## config.mk

```make
export PLATFORM = sky130hd
export DESIGN_NAME = compressor_pressure_regulator_unit
export DESIGN_NICKNAME = d
export VERILOG_FILES = /design/src/hw/rtl/cpr_pkg.sv /design/src/hw/rtl/cpr_regs.sv /design/src/hw/rtl/cpr_ctrl.sv /design/src/hw/rtl/compressor_pressure_regulator_unit.sv
export VERILOG_INCLUDE_DIRS = /design/src /design/src/hw/rtl
export SDC_FILE = /design/constraint.sdc
export NUM_CORES = 1
export LEC_CHECK = 0
export BUFFER_PORTS_ARGS = -buffer_cell sky130_fd_sc_hd__buf_2
export CAP_MARGIN = 30
export CORE_UTILIZATION = 40
export CTS_CLUSTER_DIAMETER = 80
export DETAILED_ROUTE_END_ITERATION = 10
export HOLD_SLACK_MARGIN = 0.06
export PLACE_DENSITY = 0.71
export SLEW_MARGIN = 20
export SYNTH_ARGS = -nofsm -noshare
export SYNTH_HDL_FRONTEND = slang
export SYNTH_SLANG_ARGS = --single-unit
export TNS_END_PERCENT = 30
```

## constraint.sdc

```tcl
create_clock -name clk -period 6.58 [get_ports clk]
set_input_delay 0 -clock clk [delete_from_list [all_inputs] [get_ports clk]]
set_output_delay 0 -clock clk [all_outputs]
set_load 0.1 [all_outputs]
```

## src/hw/rtl/compressor_pressure_regulator_unit_assert.svh

```systemverilog
// Assertion macros for the compressor pressure regulator RTL.
// Included by modules that check their own logic; no other dependencies.
`ifndef COMPRESSOR_PRESSURE_REGULATOR_UNIT_ASSERT_SVH
`define COMPRESSOR_PRESSURE_REGULATOR_UNIT_ASSERT_SVH

`ifndef SYNTHESIS
// Property must hold at every clock edge outside reset.
`define CPR_ASSERT(label, clk, rst_n, prop, msg) \
	label: assert property (@(posedge clk) disable iff (!rst_n) (prop)) else $error(msg);
// Expression must never be true outside reset.
`define CPR_NEVER(label, clk, rst_n, expr, msg) \
	label: assert property (@(posedge clk) disable iff (!rst_n) !(expr)) else $error(msg);
`else
`define CPR_ASSERT(label, clk, rst_n, prop, msg)
`define CPR_NEVER(label, clk, rst_n, expr, msg)
`endif

`endif

```

## src/hw/rtl/cpr_pkg.sv

```systemverilog
// Shared types, constants and helpers for the compressor pressure regulator.
// No dependencies; imported by every module of the block.
package cpr_pkg;

	// Tick counter width
	localparam int TIMER_BITS = 20;

	localparam int PRES_W  = 12;
	localparam int HYST_W  = 10;
	localparam int COOL_W  = 20;
	localparam int MODE_W  = 2;
	localparam int CMP_W   = (TIMER_BITS > COOL_W) ? TIMER_BITS : COOL_W;

	// APB register map
	localparam int ADDR_W  = 5;
	localparam int DATA_W  = 32;
	localparam int IDX_W   = 3;

	localparam logic [IDX_W-1:0] REG_RUN_PRESSURE  = 3'd0;
	localparam logic [IDX_W-1:0] REG_IDLE_PRESSURE = 3'd1;
	localparam logic [IDX_W-1:0] REG_HYSTERESIS    = 3'd2;
	localparam logic [IDX_W-1:0] REG_MAX_PRESSURE  = 3'd3;
	localparam logic [IDX_W-1:0] REG_COOL_TICKS    = 3'd4;

	// Reset values
	localparam logic [PRES_W-1:0] RUN_PRESSURE_RST  = 12'd1200;
	localparam logic [PRES_W-1:0] IDLE_PRESSURE_RST = 12'd800;
	localparam logic [HYST_W-1:0] HYSTERESIS_RST    = 10'd50;
	localparam logic [PRES_W-1:0] MAX_PRESSURE_RST  = 12'd1500;
	localparam logic [COOL_W-1:0] COOL_TICKS_RST    = 20'd60000;

	// Run mode codes; the fourth code behaves as off
	localparam logic [MODE_W-1:0] MODE_OFF   = 2'd0;
	localparam logic [MODE_W-1:0] MODE_RUN   = 2'd1;
	localparam logic [MODE_W-1:0] MODE_IDLE  = 2'd2;
	localparam logic [MODE_W-1:0] MODE_SPARE = 2'd3;

	typedef struct packed {
		logic [PRES_W-1:0] pressure;
		logic [MODE_W-1:0] run_mode;
	} sample_t;

	typedef struct packed {
		logic              motor_on;
		logic              in_cooldown;
		logic [MODE_W-1:0] mode_state;
	} result_t;

	typedef struct packed {
		logic [PRES_W-1:0] run_pressure;
		logic [PRES_W-1:0] idle_pressure;
		logic [HYST_W-1:0] hysteresis;
		logic [PRES_W-1:0] max_pressure;
		logic [COOL_W-1:0] cool_ticks;
	} cfg_t;

	// Counter has reached the cool time
	function automatic logic timer_done(logic [TIMER_BITS-1:0] t, logic [COOL_W-1:0] c);
		logic [CMP_W-1:0] te;
		logic [CMP_W-1:0] ce;
		te = CMP_W'(t);
		ce = CMP_W'(c);
		return te >= ce;
	endfunction

endpackage

```

## src/hw/rtl/cpr_regs.sv

```systemverilog
// APB configuration registers of the compressor pressure regulator.
// Depends on cpr_pkg.
module cpr_regs import cpr_pkg::*; (
	input  logic              clk,
	input  logic              arst_n,
	input  logic              psel,
	input  logic              penable,
	input  logic              pwrite,
	input  logic [ADDR_W-1:0] paddr,
	input  logic [DATA_W-1:0] pwdata,
	output logic [DATA_W-1:0] prdata,
	output logic              pready,
	output cfg_t              cfg
);

	cfg_t             cfg_q;
	logic [IDX_W-1:0] idx;
	logic             wr_en;

	assign idx    = paddr[ADDR_W-1:2];
	assign wr_en  = psel & penable & pwrite;
	assign pready = 1'b1;
	assign cfg    = cfg_q;

	// Register writes
	always_ff @(posedge clk or negedge arst_n) begin
		if (!arst_n) begin
			cfg_q.run_pressure  <= RUN_PRESSURE_RST;
			cfg_q.idle_pressure <= IDLE_PRESSURE_RST;
			cfg_q.hysteresis    <= HYSTERESIS_RST;
			cfg_q.max_pressure  <= MAX_PRESSURE_RST;
			cfg_q.cool_ticks    <= COOL_TICKS_RST;
		end else if (wr_en) begin
			unique case (idx)
				REG_RUN_PRESSURE:  cfg_q.run_pressure  <= pwdata[PRES_W-1:0];
				REG_IDLE_PRESSURE: cfg_q.idle_pressure <= pwdata[PRES_W-1:0];
				REG_HYSTERESIS:    cfg_q.hysteresis    <= pwdata[HYST_W-1:0];
				REG_MAX_PRESSURE:  cfg_q.max_pressure  <= pwdata[PRES_W-1:0];
				REG_COOL_TICKS:    cfg_q.cool_ticks    <= pwdata[COOL_W-1:0];
				default: ;
			endcase
		end
	end

	// Read mux
	always_comb begin
		unique case (idx)
			REG_RUN_PRESSURE:  prdata = DATA_W'(cfg_q.run_pressure);
			REG_IDLE_PRESSURE: prdata = DATA_W'(cfg_q.idle_pressure);
			REG_HYSTERESIS:    prdata = DATA_W'(cfg_q.hysteresis);
			REG_MAX_PRESSURE:  prdata = DATA_W'(cfg_q.max_pressure);
			REG_COOL_TICKS:    prdata = DATA_W'(cfg_q.cool_ticks);
			default:           prdata = '0;
		endcase
	end

endmodule

```

## src/hw/rtl/cpr_ctrl.sv

```systemverilog
// Hysteresis controller: motor, cooldown and tick counter state plus tick logic.
// Depends on cpr_pkg and the assertion macro header.
`include "compressor_pressure_regulator_unit_assert.svh"
module cpr_ctrl import cpr_pkg::*; (
	input  logic    clk,
	input  logic    arst_n,
	input  logic    en,
	input  sample_t smp,
	input  cfg_t    cfg,
	output result_t res
);

	logic                  run_q;
	logic                  cool_q;
	logic [TIMER_BITS-1:0] ticks_q;

	logic                  run_n;
	logic                  cool_n;
	logic [TIMER_BITS-1:0] ticks_n;
	logic [TIMER_BITS-1:0] ticks_inc;
	logic [MODE_W-1:0]     mode_o;
	logic                  active;
	logic [PRES_W-1:0]     tgt;
	logic [PRES_W:0]       lo_sum;
	logic [PRES_W:0]       hi_sum;
	logic                  start_ok;
	logic                  stop_p;

	// Saturating increment
	assign ticks_inc = (ticks_q == '1) ? ticks_q : ticks_q + 1'b1;

	assign active = (smp.run_mode == MODE_RUN) || (smp.run_mode == MODE_IDLE);
	assign tgt    = (smp.run_mode == MODE_IDLE) ? cfg.idle_pressure : cfg.run_pressure;

	// p < tgt - h rewritten as p + h < tgt to stay unsigned
	assign lo_sum   = {1'b0, smp.pressure} + (PRES_W+1)'(cfg.hysteresis);
	assign hi_sum   = {1'b0, tgt} + (PRES_W+1)'(cfg.hysteresis);
	assign start_ok = lo_sum < {1'b0, tgt};
	assign stop_p   = ({1'b0, smp.pressure} >= hi_sum) || (smp.pressure >= cfg.max_pressure);

	// Tick update
	always_comb begin
		run_n   = run_q;
		cool_n  = cool_q;
		ticks_n = ticks_inc;
		mode_o  = MODE_OFF;
		if (active) begin
			mode_o = smp.run_mode;
			if (!run_n && start_ok && !cool_n) begin
				run_n   = 1'b1;
				ticks_n = '0;
			end
			if (run_n) begin
				if (stop_p) begin
					run_n   = 1'b0;
					ticks_n = '0;
				end
				if (timer_done(ticks_n, cfg.cool_ticks)) begin
					run_n   = 1'b0;
					ticks_n = '0;
					cool_n  = 1'b1;
				end
			end
		end else begin
			run_n   = 1'b0;
			ticks_n = '0;
		end
		if (cool_n && timer_done(ticks_n, cfg.cool_ticks)) begin
			cool_n = 1'b0;
		end
	end

	assign res.motor_on    = run_n;
	assign res.in_cooldown = cool_n;
	assign res.mode_state  = mode_o;

	// State registers advance once per tick
	always_ff @(posedge clk or negedge arst_n) begin
		if (!arst_n) begin
			run_q   <= 1'b0;
			cool_q  <= 1'b0;
			ticks_q <= '0;
		end else if (en) begin
			run_q   <= run_n;
			cool_q  <= cool_n;
			ticks_q <= ticks_n;
		end
	end

	// Motor cannot run during the lockout
	`CPR_NEVER(a_run_in_cool, clk, arst_n, run_q && cool_q, "motor running during cooldown")
	// Off mode stops the motor and clears the counter
	`CPR_ASSERT(a_off_clears, clk, arst_n, en && !active |=> !run_q && ticks_q == '0, "off tick left motor or counter")
	// Counter holds when no tick is taken
	`CPR_ASSERT(a_hold, clk, arst_n, !en |=> $stable(ticks_q) && $stable(run_q) && $stable(cool_q), "state moved without a tick")
	// Motor switching always restarts the counter
	`CPR_ASSERT(a_switch_zero, clk, arst_n, en && run_n != run_q |=> ticks_q == '0, "motor switched without counter restart")

endmodule

```

## src/hw/rtl/compressor_pressure_regulator_unit.sv

```systemverilog
// Top level of the compressor pressure regulator: handshakes and pipeline registers.
// Depends on cpr_pkg, cpr_regs, cpr_ctrl and the assertion macro header.
//
// Usage:
//   sample channel (sample_valid/sample_ready/sample) carries one request per
//   millisecond tick: a pressure sample and a run mode.
//   result channel (result_valid/result_ready/result) returns one result per
//   request: motor drive, cooldown lockout and the echoed mode.
//   APB port configures run/idle pressure, hysteresis, max pressure and cool
//   time; pready is always high, writes should be made while the block is idle.
// Path: an accepted request is held in the input register, then moves to the result register.
// Throughput: one request per cycle while result_ready is high; the tick logic is a single
// compare and counter step between the input register and the result register.
// Reset: motor off, no cooldown, counter zero, registers at their defaults;
// no clearing pass, sample_ready is high as soon as reset is released.
// Stall: while the result waits, the input register still takes one more
// request; sample_ready drops only once both registers are full.
`include "compressor_pressure_regulator_unit_assert.svh"
module compressor_pressure_regulator_unit import cpr_pkg::*; (
	input  logic              clk,
	input  logic              arst_n,
	input  logic              sample_valid,
	output logic              sample_ready,
	input  sample_t           sample,
	output logic              result_valid,
	input  logic              result_ready,
	output result_t           result,
	input  logic              psel,
	input  logic              penable,
	input  logic              pwrite,
	input  logic [ADDR_W-1:0] paddr,
	input  logic [DATA_W-1:0] pwdata,
	output logic [DATA_W-1:0] prdata,
	output logic              pready
);

	cfg_t    cfg;
	sample_t smp_s1;
	logic    vld_s1;
	logic    adv_s1;
	result_t res_n;
	result_t res_s2;
	logic    vld_s2;

	cpr_regs u_regs (
		.clk     (clk),
		.arst_n  (arst_n),
		.psel    (psel),
		.penable (penable),
		.pwrite  (pwrite),
		.paddr   (paddr),
		.pwdata  (pwdata),
		.prdata  (prdata),
		.pready  (pready),
		.cfg     (cfg)
	);

	cpr_ctrl u_ctrl (
		.clk    (clk),
		.arst_n (arst_n),
		.en     (adv_s1),
		.smp    (smp_s1),
		.cfg    (cfg),
		.res    (res_n)
	);

	// Flow control
	assign adv_s1       = vld_s1 && (!vld_s2 || result_ready);
	assign sample_ready = !vld_s1 || adv_s1;
	assign result_valid = vld_s2;
	assign result       = res_s2;

	// Input register
	always_ff @(posedge clk or negedge arst_n) begin
		if (!arst_n) begin
			vld_s1 <= 1'b0;
		end else if (sample_ready) begin
			vld_s1 <= sample_valid;
		end
	end

	always_ff @(posedge clk) begin
		if (sample_valid && sample_ready) begin
			smp_s1 <= sample;
		end
	end

	// Result register
	always_ff @(posedge clk or negedge arst_n) begin
		if (!arst_n) begin
			vld_s2 <= 1'b0;
		end else if (adv_s1) begin
			vld_s2 <= 1'b1;
		end else if (result_ready) begin
			vld_s2 <= 1'b0;
		end
	end

	always_ff @(posedge clk) begin
		if (adv_s1) begin
			res_s2 <= res_n;
		end
	end

	// Backpressure only when both registers hold a request
	`CPR_ASSERT(a_ready, clk, arst_n, !sample_ready |-> vld_s1 && vld_s2 && !result_ready, "ready low without full pipe")
	// A stalled result is not overwritten
	`CPR_ASSERT(a_no_overrun, clk, arst_n, vld_s2 && !result_ready |-> !adv_s1, "result overwritten while stalled")
	// Echoed mode is a defined code
	`CPR_ASSERT(a_mode_code, clk, arst_n, vld_s2 |-> res_s2.mode_state != MODE_SPARE, "invalid mode in result")

endmodule

```

---- After elaboration in Yosys (flattened, before gate mapping) ----
Index checks and enable logic that the tools add are counted.
operators by class
  add/sub/neg operators ................... 3
  $lt $le $gt $ge ......................... 5
  eq/ne operators ......................... 7
  muxes and demuxes ....................... 22
  bitwise operators ....................... 2
  reduce and logical (&&, ||, !) cells .... 20
operator list
  kind                   number
  $mux 20                8
  $pmux 20 s5            1
  $ge 20x20->1           2
  $add 12x10->13         2
  $add 20x1->20 const B  1
  $eq 20x20->1 const B   1
  $ge 12x13->1           1
  $lt 13x12->1           1
  $ge 12x12->1           1
  $mux 1                 12
  $mux 12                1
  $reduce_and 2->1       5
  $eq 3x2->1 const B     2
  $logic_and 1x1->1      5
  $logic_not 1->1        4
  $logic_or 1x1->1       4
  $eq 3x1->1 const B     1
  $eq 3x3->1 const B     1
  $logic_not 3->1        1
  $and 1x1->1            2
  $eq 2x1->1 const B     1
  $eq 2x2->1 const B     1
  $reduce_bool 2->1      1
word-level totals
  register bits ........................... 108
  logic and storage cells ................. 74

---- Logic depth before layout (Yosys ltp) ----
Gate-level depths: netlist (run 1).
  word-level depth ........................ 16
  mapped depth ............................ 40
  mapped depth without buffers ............ 38

---- By module ----
From an unflattened synthesis (run 1), not the netlist that was laid out.
unflattened totals
  cell total of the unflattened synthesis .. 847
  area total of the unflattened synthesis .. 8483.1 µm²
modules (own cells, without submodules)
  module                              instances  cells each  area an instance (µm²)  seq. area each (µm²)
  cpr_ctrl                            1          589         4623.2                  550.5
  cpr_regs                            1          232         3215.6                  1681.6
  compressor_pressure_regulator_unit  1          26          644.4                   590.6

---- Worst setup path before layout (run 1) ----
OpenSTA, ideal clock, no wires.
  kind .................................... flip-flop to flip-flop
  from .................................... reg smp_s1[0] in the netlist's numbering
  to ...................................... reg u_ctrl.cool_q
  arrival ................................. 7.089 ns
  data required time ...................... 6.486 ns
  path slack .............................. -0.603 ns
  stages on the path, launching flop included .. 40
  buffers on the path ..................... 4
  clock period less this slack ............ 7.183 ns
  path through ............................ edfxtp_1 > inv_1 > ha_1 > buf_6 > mux2_2 > fa_1 > a211o_1 > o211ai_1 > a21o_1 > nand2b_1 > a21o_1 > a21o_1 > a21oi_1 > xnor2_1 > ha_1 > a21oi_1 > o21ai_0 > a41oi_1 > (+4 left out) > ha_1 > a21o_1 > a221oi_1 > o21ai_0 > nor3_2 > a2bb2oi_2 > buf_6 > buf_6 > nor2_1 > ha_1 > a21oi_1 > o21ai_0 > a211oi_1 > o21ai_0 > a221oi_1 > nor3_1 > o22a_1 > a211oi_1
on the way
  cells in the longest elaborated chain, start to end .. 16
  elaborated cells on any way between the ends .. 26
ends and longest elaborated chain
  element                                                RTL line                                  text
  from (decl)                                            compressor_pressure_regulator_unit.sv:38  sample_t smp_s1;
  from (signal assigned)                                 compressor_pressure_regulator_unit.sv:84  smp_s1 <= sample;
  branches (longest 12 deep; another with $ge 20x20->1)  n/a
  $mux 20 (*)                                            cpr_ctrl.sv:47                            if (active) begin
  named net u_ctrl.ticks_n[2]                            cpr_ctrl.sv:19                            logic [TIMER_BITS-1:0] ticks_n;
  $ge 20x20->1 (*)                                       cpr_pkg.sv:63                             return te >= ce;
  $logic_and 1x1->1 (*)                                  cpr_ctrl.sv:68                            if (cool_n && timer_done(ticks_n, cfg.cool_ticks)) begin
  $mux 1 (*)                                             cpr_ctrl.sv:68
  to (signal assigned)                                   cpr_ctrl.sv:85                            cool_q <= cool_n;
  to (decl)                                              cpr_ctrl.sv:14                            logic cool_q;
Mark *: on every way through the listed nets, which the timed path passes. The select of a mux whose other input is x is not followed.
A chain may end at the register's enable or synchronous reset.

---- Final worst setup path (run 1) ----
  from .................................... reg smp_s1[1] in the netlist's numbering
  to ...................................... reg u_ctrl.cool_q
The elaborated chain is that of the path after synthesis.

==> qor.yml, run 1 <==
global_route:
  grt_util_all_layers_pct: 23.06
  grt_pass1_wl_um: 38250
  overflow: 0
  antenna_found_initial: 0
  first_global_vias: 7194
  grt_max_degree: 55
cts:
  clk_latency_ns: 0.36
  cts.sinks: 108
  cts_tree: "built"
  cts.clk_slew.worst_paths_ns: 0.08
  numCtsBuffers: 9
  clockBufferDepth: 2
  htree_levels: 3
  ctsRootBufferMaster: "clkbuf_16"
yosys:
  synthXorXnorAreaFrac_pct: 3.054
  synthAdderAreaFrac_pct: 15.37
  synth_area_leaders: "dfrtp_1 (20%), ha_1 (15%), dfstp_2 (7.6%)"
  synthTopCellsByCount: "ha_1 (99), dfrtp_1 (66), nand2_1 (66)"
  synthCells: 869
  synth_edf_count: 18
  yosys.area_share.simple_pct: 15.00
  synth_top_area_share_pct: 19.86
  synth_top_family_by_area: "compound AO/OA/AOI/OAI gates"
  synth_flop_cell: "dfrtp_1"
  synth_cell_types: 69
  ys_async_sr_fraction_pct: 83.33
  yosys_warnings: 0
  synth_top_area_cell: "dfrtp_1"
  synth_compound_area_share_pct: 17.03
  avgSynthCellArea_sq_um: 9.572
  yosysSeqAreaShare_pct: 33.94
  syn_area_sq_mm: 0.008318
  ys_ff_latch: 108
  synth.area.mux_share_pct: 9.672
  synth_most_common_cell: "ha_1"
route:
  routed_via_density: 5.382
  vias: 7121
  totalWireLength_um: 23960
  drtAntennaViolNets: 0
  drtPass1Iterations: 5
  drc: 0
  drt_iter0_drc: 294
  post_drt_wl_per_cell_um: 18.11
cells_and_area:
  area_growth_pct: 25.75
  antennaDiodeCount: 0
  fin_cells: 1323
  final_util_pct: 51.53
  final_cell_area_sq_mm: 0.01046
  drive_gt1_share_pct: 30.67
  nets: 1207
setup_path:
  path_max_fanout: 8
  cp_slowest_cell: "edfxtp_1"
  r2r_slack_ns: -0.50
  arrival_ns: 7.36
  critPathMaxStageDelay_ns: 0.45
  critical_path_required_ns: 6.85
  critPathKind: "flip-flop to flip-flop"
  path_common_cell: "a21oi_1"
  cp-end-kind: "flip-flop"
  worst_setup_path_start_kind: "flip-flop"
floorplanning:
  die_w_um: 146.2
  num_rows: 52
  io-pin-count: 97
  fp.dieArea_sq_mm: 0.02138
  core_area_sq_mm: 0.02030
  initial_core_util_pct: 40.98
  fp.dieH_um: 146.2
timing:
  hold_viol: 0
  fin_ws_ns: -0.5005
  rsz0062_at_grt: "yes"
  min_period_ns: 7.080
  drv_slew: 0
  worstMarginPinSlew_ns: 0.8877
  fmaxAchievable_ghz: 0.1412
  max-slew-margin-rel_pct: 40.82
  fin_skew_ns: 0.009133
  finalCritPeriodShare_pct: 107.6
  setup-violations-final: 2
power:
  p_leak_nw: 4.899
  cellPowerDensity_mw_per_mm2: 288.6
  fin_total_pwr_w: 0.003019
  vdd_drop_max_uv: 144.7
placed_design:
  pre_cts_slack_ns: -0.6442
  dp_hpwl_um: 17810
  dp_cells: 1260
  routabilityCongestion: 0.9045
  port_buffers: 69
  placed_cell_area_sq_mm: 0.009552
run:
  maxCapViolCount: 0
status:
  violations: "setup timing"
  outcome: "finished, violations left"
worst_hold_path:
  hp-class: "input pin to async pin"
-- logic make-up after synthesis --
| group | Yosys count |
|---|---|
| multiplexers | 74 |
| buffers and inverters | 105 |
| AND/OR/NAND/NOR | 247 |
| flip-flops | 108 |
| AO/OA/AOI/OAI | 203 |
| adder cells (fa/ha/maj) | 101 |
| XOR/XNOR | 29 |
| other | 2 |
-- stage by stage --
step,hold slack (ns),TNS [ns]
global placement,-0.004346,-0.9805
global route,0.1883,-2.241
finish,0.1417,-0.9993
detailed placement,0.001387,-1.272
floorplan,-0.2956,-0.3164
CTS,0.1265,-0.8665
-- final timing paths --
| path | start | end | depth (start not counted) |
|---|---|---|---|
| max | smp_s1[1] | u_ctrl.cool_q | 35 |
| min | arst_n | u_ctrl.ticks_q[3] | 2 |
| max reg2reg | smp_s1[1] | u_ctrl.cool_q | 35 |
| min reg2reg | vld_s1 | result_valid | 1 |
| max in group asynchronous | arst_n | u_regs.cfg[46] | 3 |
| min in group clk | penable | u_regs.cfg[14] | 5 |
-- routing by layer --
layer  track usage [%]  routed length (um)  vias up
li1                  -                   -     3475
met1             28.35               10330     3432
met2             39.88               11870      154
met3             3.750                 897       60
met4             9.740                 869        0
met5                 0                   0        -
-- worst max-delay path: cells and delay by family, from the launching register on --
| kind | cells | cell delay (ns) |
|---|---|---|
| mux | 1 | 0.31 |
| flops | 1 | 0.45 |
| compound gates | 17 | 3.27 |
| buf+inv | 3 | 0.46 |
| fa+ha+maj | 6 | 1.51 |
| simple gates | 8 | 1.00 |
-- report_power, final --
part / switching [W] / total, W / internal (W)
logic: 0.000888 / 0.00156 / 0.000669
registers: 0.0000724 / 0.000882 / 0.000809
clock network: 0.000271 / 0.000580 / 0.000310
total: 0.00123 / 0.00302 / 0.00179
-- repair_timing --
item,CTS,global route
hold buffers,38,0
endpoints found under the hold margin,118,0
resized for setup,14,15
setup buffers,4,4
endpoints found under the setup margin,2,5
pin swaps,16,21
cloned,0,1
-- flip-flops by register name (all words and copies together), names as in the netlist --
signal          flops
u_regs.cfg         66
u_ctrl.ticks_q     20
smp_s1             14
result              4
result_valid        1
u_ctrl.cool_q       1
u_ctrl.run_q        1
vld_s1              1
-- final cells by class --
type / count / area (sq um)
multi-input combinational: 667 / 5259
fill: 1850 / 9839
timing repair buffer: 204 / 1513
tap: 270 / 337.8
clock buffer: 10 / 239.0
clock inverter: 6 / 71.32
inverter: 58 / 217.7
sequential: 108 / 2823
-- cell usage in the layout, fill, tap and decap left out, drive strengths merged, types with 15 or more instances in the layout --
| cell type | Yosys | final |
|---|---|---|
| o31ai | 15 | 15 |
| dfrtp | 66 | 66 |
| a21oi | 42 | 42 |
| edfxtp | 18 | 18 |
| mux2 | 48 | 48 |
| nand3 | 22 | 22 |
| nor2 | 70 | 70 |
| xnor2 | 19 | 19 |
| nand2 | 67 | 67 |
| inv | 58 | 60 |
| o21ai | 51 | 51 |
| a21o | 27 | 27 |
| ha | 99 | 99 |
| mux2i | 26 | 26 |
| dfstp | 24 | 24 |
| nor3 | 15 | 15 |
| buf | 29 | 164 |
| dlygate4sd3 | 0 | 38 |
Note: power is estimated with default switching activity, not from simulation.
==> run 2, diff against run 1 <==
--- a/config.mk
+++ b/config.mk
@@ -12,7 +12,7 @@
 export CTS_CLUSTER_DIAMETER = 80
 export DETAILED_ROUTE_END_ITERATION = 10
 export HOLD_SLACK_MARGIN = 0.06
-export PLACE_DENSITY = 0.71
+export PLACE_DENSITY = 0.67
 export SLEW_MARGIN = 20
 export SYNTH_ARGS = -nofsm -noshare
 export SYNTH_HDL_FRONTEND = slang
==> run 2 against run 1 <==
  * The run still ends with setup timing left
  * Clock skew is 0.0024 ns higher
  * Design area shrank 1.9%
  * Global-route usage fell by 0.47 points
  * Die area stayed put
  * Routed wire length is 1.7% lower
  * Setup slack gained 0.022 ns
  * Register-to-register slack better by 0.02 ns
  * Critical endpoint is now result[2]
  * Largest cell class unchanged
==> qor.yml, run 2 (same netlist as run 1, synthesis figures left out) <==
floorplanning:
  core_area_sq_mm: 0.02030
  initial_core_util_pct: 40.98
  fp.dieArea_sq_mm: 0.02138
  num_rows: 52
  fp.dieH_um: 146.2
  io-pin-count: 97
  die_w_um: 146.2
timing:
  setup-violations-final: 2
  min_period_ns: 7.058
  hold_viol: 0
  rsz0062_at_grt: "yes"
  drv_slew: 0
  finalCritPeriodShare_pct: 107.3
  fmaxAchievable_ghz: 0.1417
  worstMarginPinSlew_ns: 0.9748
  fin_skew_ns: 0.01157
  fin_ws_ns: -0.4783
  max-slew-margin-rel_pct: 35.02
setup_path:
  cp_slowest_cell: "edfxtp_1"
  cp-end-kind: "flip-flop"
  critPathBufInv: 5
  reg2reg_from: "smp_s1[0]"
  critical_path_required_ns: 6.77
  worstSetupStartpoint: "smp_s1[0]"
  path_max_fanout: 8
  r2r_slack_ns: -0.48
  critPathKind: "flip-flop to flip-flop"
  critPathCapture: "result[2]"
  ff2ff_path_depth: 36
  critPathTopFamily: "compound AO/OA/AOI/OAI gates"
  r2r-end: "result[2]"
  critPathMaxStageDelay_ns: 0.39
  path_depth: 36
  arrival_ns: 7.25
  worst_setup_path_start_kind: "flip-flop"
cts:
  cts.sinks: 108
  ctsRootBufferMaster: "clkbuf_16"
  clockBufferDepth: 2
  numCtsBuffers: 9
  htree_levels: 3
  clk_latency_ns: 0.36
  cts.clk_slew.worst_paths_ns: 0.07
  cts_tree: "built"
cells_and_area:
  antennaDiodeCount: 0
  area_growth_pct: 23.42
  drive_gt1_share_pct: 29.45
  largest_reg_flops: 66
  final_util_pct: 50.57
  fillerInstances: 1886
  layout_commonest_cell: "ha_1"
  final_cell_mix: "ha_1 (96), buf_4 (79), buf_2 (68), dfrtp_1 (66), nand2_1 (65)"
  nets: 1193
power:
  fin_total_pwr_w: 0.002907
  clkPwrFrac_pct: 17.6
  swShare_pct: 41.41
  p_seq_share_pct: 30.5
  power_switching_w: 0.001204
  intPower_w: 0.001703
  p_leak_nw: 4.814
  cellPowerDensity_mw_per_mm2: 283.2
  vdd_drop_max_uv: 137.5
  combinationalPowerShare_pct: 51.9
route:
  routed_via_density: 5.380
  drtPass1Iterations: 5
  totalWireLength_um: 23550
  drt_iter0_drc: 308
  drc: 0
  vias: 7043
  drtAntennaViolNets: 0
  post_drt_wl_per_cell_um: 17.99
run:
  maxCapViolCount: 0
global_route:
  grt_util_all_layers_pct: 22.59
  grt_max_degree: 55
  grt_pass1_wl_um: 37340
  antenna_found_initial: 0
  first_global_vias: 7135
  overflow: 0
placed_design:
  dp_hpwl_um: 17420
  port_buffers: 69
  routabilityCongestion: 0.8850
worst_hold_path:
  hp-class: "input pin to flip-flop"
status:
  violations: "setup timing"
  outcome: "finished, violations left"
## run 2: final cells by class
class	instances	area (sq um)	area share (%)
Clock buffer	12	236.5	2.303
Clock inverter	4	26.28	0.2559
Inverter	58	217.7	2.121
Multi-Input combinational cell	667	5246	51.10
Sequential cell	108	2823	27.50
Tap cell	270	337.8	3.291
Timing Repair Buffer	190	1379	13.43
## run 2: timing repair
| action | 4_1_cts | 5_1_grt |
|---|---|---|
| pin swaps | 20 | 16 |
| hold buffers | 38 | 0 |
| endpoints found under the setup margin | 2 | 2 |
| endpoints found under the hold margin | 118 | 0 |
| resized for setup | 15 | 16 |
| buffers inserted | 7 | 4 |
## run 2: metal layers
metal	routed length (um)	part of all wire, %	GRT usage [%]	vias to the layer above
met3	1112	4.7	3.938	43
met1	10190	43	28.33	3391
met2	11470	49	38.31	170
met4	774	3.3	9.375	0
li1	-	-	-	3439
met5	0	0	0	-
## run 2: worst min path at each step
stage | cells after the start | startpoint | to | slack [ns]
CTS | 5 | penable | u_regs.cfg[14] | 0.12
global route | 5 | penable | u_regs.cfg[13] | 0.16
floorplan | 0 | arst_n | result_valid | -0.30
global placement | 1 | arst_n | u_ctrl.ticks_q[5] | -0.006
detailed placement | 1 | arst_n | u_ctrl.ticks_q[5] | -0.009
finish | 5 | penable | u_regs.cfg[13] | 0.12
## run 2: stage by stage
step	hold slack [ns]	setup TNS, ns	setup slack, ns	std cells	instance area [sq um]
2_1_floorplan	-0.2956	-0.3164	-0.1817	880	8431
3_3_place_gp	-0.006003	-0.9663	-0.5435	1244	9407
3_5_place_dp	-0.008851	-1.559	-0.8374	1244	9407
4_1_cts	0.1174	-0.8156	-0.4238	1305	10180
5_1_grt	0.1571	-1.668	-0.8475	1309	10270
6_report	0.1161	-0.8974	-0.4783	1309	10270
## run 2: worst reg2reg max path: cells and delay by family, from the launching register on
| family | cells | cell delay (ns) |
|---|---|---|
| compound gates | 17 | 3.01 |
| fa+ha+maj | 5 | 1.40 |
| simple gates | 7 | 0.98 |
| buf+inv | 5 | 0.66 |
| flops | 1 | 0.39 |
| mux | 1 | 0.33 |
| xor+xnor | 1 | 0.13 |
## run 2: power groups by stage
| stage | clock (W) | sequential, W | combinational, W |
|---|---|---|---|
| after global placement | 0 | 0.000894 | 0.00137 |
| after global routing | 0.000548 | 0.000903 | 0.00165 |
| after detailed placement | 0 | 0.000899 | 0.00139 |
| final | 0.000510 | 0.000888 | 0.00151 |
| after floorplan | 0 | 0.000898 | 0.000964 |
| after CTS | 0.000525 | 0.000888 | 0.00147 |
==> run 3, diff against run 2 <==
--- a/config.mk
+++ b/config.mk
@@ -9,10 +9,10 @@
 export BUFFER_PORTS_ARGS = -buffer_cell sky130_fd_sc_hd__buf_2
 export CAP_MARGIN = 30
 export CORE_UTILIZATION = 40
-export CTS_CLUSTER_DIAMETER = 80
 export DETAILED_ROUTE_END_ITERATION = 10
 export HOLD_SLACK_MARGIN = 0.06
-export PLACE_DENSITY = 0.67
+export PLACE_DENSITY = 0.7
+export SKIP_LAST_GASP = 1
 export SLEW_MARGIN = 20
 export SYNTH_ARGS = -nofsm -noshare
 export SYNTH_HDL_FRONTEND = slang
==> run 3 against run 2 <==
  * The run still ends with setup timing left
  * Worst hold slack better by 0.0073 ns
  * Via count rose by 0.30%
  * Sequential cell count is the same
  * Largest cell class unchanged
  * Register-to-register slack better by 0.05 ns
  * Critical path depth fell by 2
  * Routed wire length increased by 0.24%
  * Total power rose by 1.9%
  * Sequential share of layout area fell by 0.34 points
  * Non-clock buffer count rose by 14
  * Combinational power barely moved
  * Design area is 1.2% higher
  * Clock-buffer cell count shrank 1
==> qor.yml, run 3 (same netlist as run 1, synthesis figures left out) <==
floorplanning:
  initial_core_util_pct: 40.98
  fp.dieArea_sq_mm: 0.02138
  num_rows: 52
  die_w_um: 146.2
  io-pin-count: 97
  core_area_sq_mm: 0.02030
  fp.dieH_um: 146.2
status:
  outcome: "finished, violations left"
  violations: "setup timing"
route:
  post_drt_wl_per_cell_um: 17.84
  drtPass1Iterations: 4
  drc: 0
  drtAntennaViolNets: 0
  routed_via_density: 5.339
  vias: 7064
  drt_iter0_drc: 360
  totalWireLength_um: 23600
timing:
  fmaxAchievable_ghz: 0.1428
  setup-violations-final: 2
  finalCritPeriodShare_pct: 106.4
  drv_slew: 0
  max-slew-margin-rel_pct: 36.18
  fin_skew_ns: 0.007563
  fin_ws_ns: -0.4236
  hold_viol: 0
  min_period_ns: 7.004
  holdWs_ns: 0.1234
  rsz0062_at_grt: "yes"
  worstMarginPinSlew_ns: 0.9573
global_route:
  grt_util_all_layers_pct: 23.10
  overflow: 0
  use_met2_pct: 39.76
  grt_pass1_wl_um: 38250
  antenna_found_initial: 0
  first_global_vias: 7135
  use_met1_pct: 29.21
  grtUsageMet3_pct: 3.344
  top_usage_layer: "met2"
  grt_max_degree: 54
setup_path:
  path_common_cell: "ha_1"
  cp-end-kind: "flip-flop"
  cp_slowest_cell: "edfxtp_1"
  r2r_slack_ns: -0.42
  critPathMaxStageDelay_ns: 0.43
  worst_setup_path_start_kind: "flip-flop"
  r2r-end: "u_ctrl.cool_q"
  ff2ff_path_depth: 34
  reg2reg_from: "smp_s1[1]"
  path_max_fanout: 8
  critPathKind: "flip-flop to flip-flop"
  critical_path_required_ns: 6.85
  arrival_ns: 7.28
placed_design:
  port_buffers: 69
  routabilityCongestion: 0.9073
  dp_hpwl_um: 17910
power:
  p_leak_nw: 4.875
  cellPowerDensity_mw_per_mm2: 285.1
  vdd_drop_max_uv: 137.5
cts:
  clockBufferDepth: 2
  numCtsBuffers: 9
  clk_latency_ns: 0.36
  cts.clk_slew.worst_paths_ns: 0.07
  cts.sinks: 108
  htree_levels: 3
  cts_tree: "built"
  ctsRootBufferMaster: "clkbuf_16"
worst_hold_path:
  holdPathEnd: "u_regs.cfg[6]"
  hp-class: "input pin to flip-flop"
  hp-start: "penable"
  timing.hold.worst_path_depth: 5
cells_and_area:
  drive_gt1_share_pct: 30.29
  nets: 1207
  area_growth_pct: 24.95
  layout_commonest_cell: "ha_1"
  fillerInstances: 1866
  largest_reg_flops: 66
  final_util_pct: 51.20
  antennaDiodeCount: 0
  final_cell_mix: "ha_1 (96), buf_4 (93), buf_2 (68), nand2_1 (66), dfrtp_1 (66)"
run:
  maxCapViolCount: 0
[run 3: stage by stage]
stage / area, sq um / cells / TNS [ns] / power, W / worst slack (ns)
6_report: 10390 / 1323 / -0.7982 / 0.002963 / -0.4236
3_5_place_dp: 9549 / 1263 / -1.302 / 0.002319 / -0.6678
3_3_place_gp: 9549 / 1263 / -0.9089 / 0.002291 / -0.4556
4_1_cts: 10380 / 1323 / -0.6282 / 0.002952 / -0.3165
5_1_grt: 10390 / 1323 / -1.520 / 0.003163 / -0.7873
2_1_floorplan: 8431 / 880 / -0.3164 / 0.001862 / -0.1817
[run 3: worst max-delay path by stage]
stage / slack, ns / from / end
floorplan: -0.18 / smp_s1[0] / u_ctrl.cool_q
global placement: -0.46 / smp_s1[0] / result[2]
detailed placement: -0.67 / smp_s1[0] / u_ctrl.cool_q
CTS: -0.32 / smp_s1[1] / result[2]
global route: -0.79 / smp_s1[1] / u_ctrl.cool_q
finish: -0.42 / smp_s1[1] / u_ctrl.cool_q
[run 3: final cells by class]
type / instances / area [sq um] / area share (%)
clock buffers: 11 / 232.7 / 2.239
clock inverters: 5 / 52.55 / 0.5056
inverters: 58 / 217.7 / 2.095
multi-input cells: 667 / 5243 / 50.44
flip-flops and latches: 108 / 2823 / 27.16
well taps: 270 / 337.8 / 3.250
repair buffers: 204 / 1488 / 14.31
[run 3: timing repair]
| item | 4_1_cts | 5_1_grt |
|---|---|---|
| setup endpoints to repair | 2 | 5 |
| hold endpoints to repair | 119 | 0 |
| hold buffers | 38 | 0 |
| resized for setup | 27 | 5 |
| pin swaps | 31 | 6 |
| setup buffers | 6 | 0 |
[run 3: power by group]
group	switching [W]	internal, W
Combinational	0.000881	0.000655
Clock	0.000250	0.000293
Sequential	0.0000746	0.000810
Total	0.00121	0.00176
[run 3: metal layers]
metal  routed length [um]  up-vias
li1                     -     3470
met3                  827       39
met4                  720        0
met5                    0        -
met1                10480     3389
met2                11580      166
[run 3: critical path, delay by kind of cell (launching register included)]
| family | cells | cell delay (ns) |
|---|---|---|
| compound gates | 17 | 3.06 |
| fa+ha+maj | 6 | 1.58 |
| simple gates | 7 | 1.09 |
| flops | 1 | 0.43 |
| mux | 1 | 0.32 |
| buf+inv | 2 | 0.32 |
| xor+xnor | 1 | 0.12 |
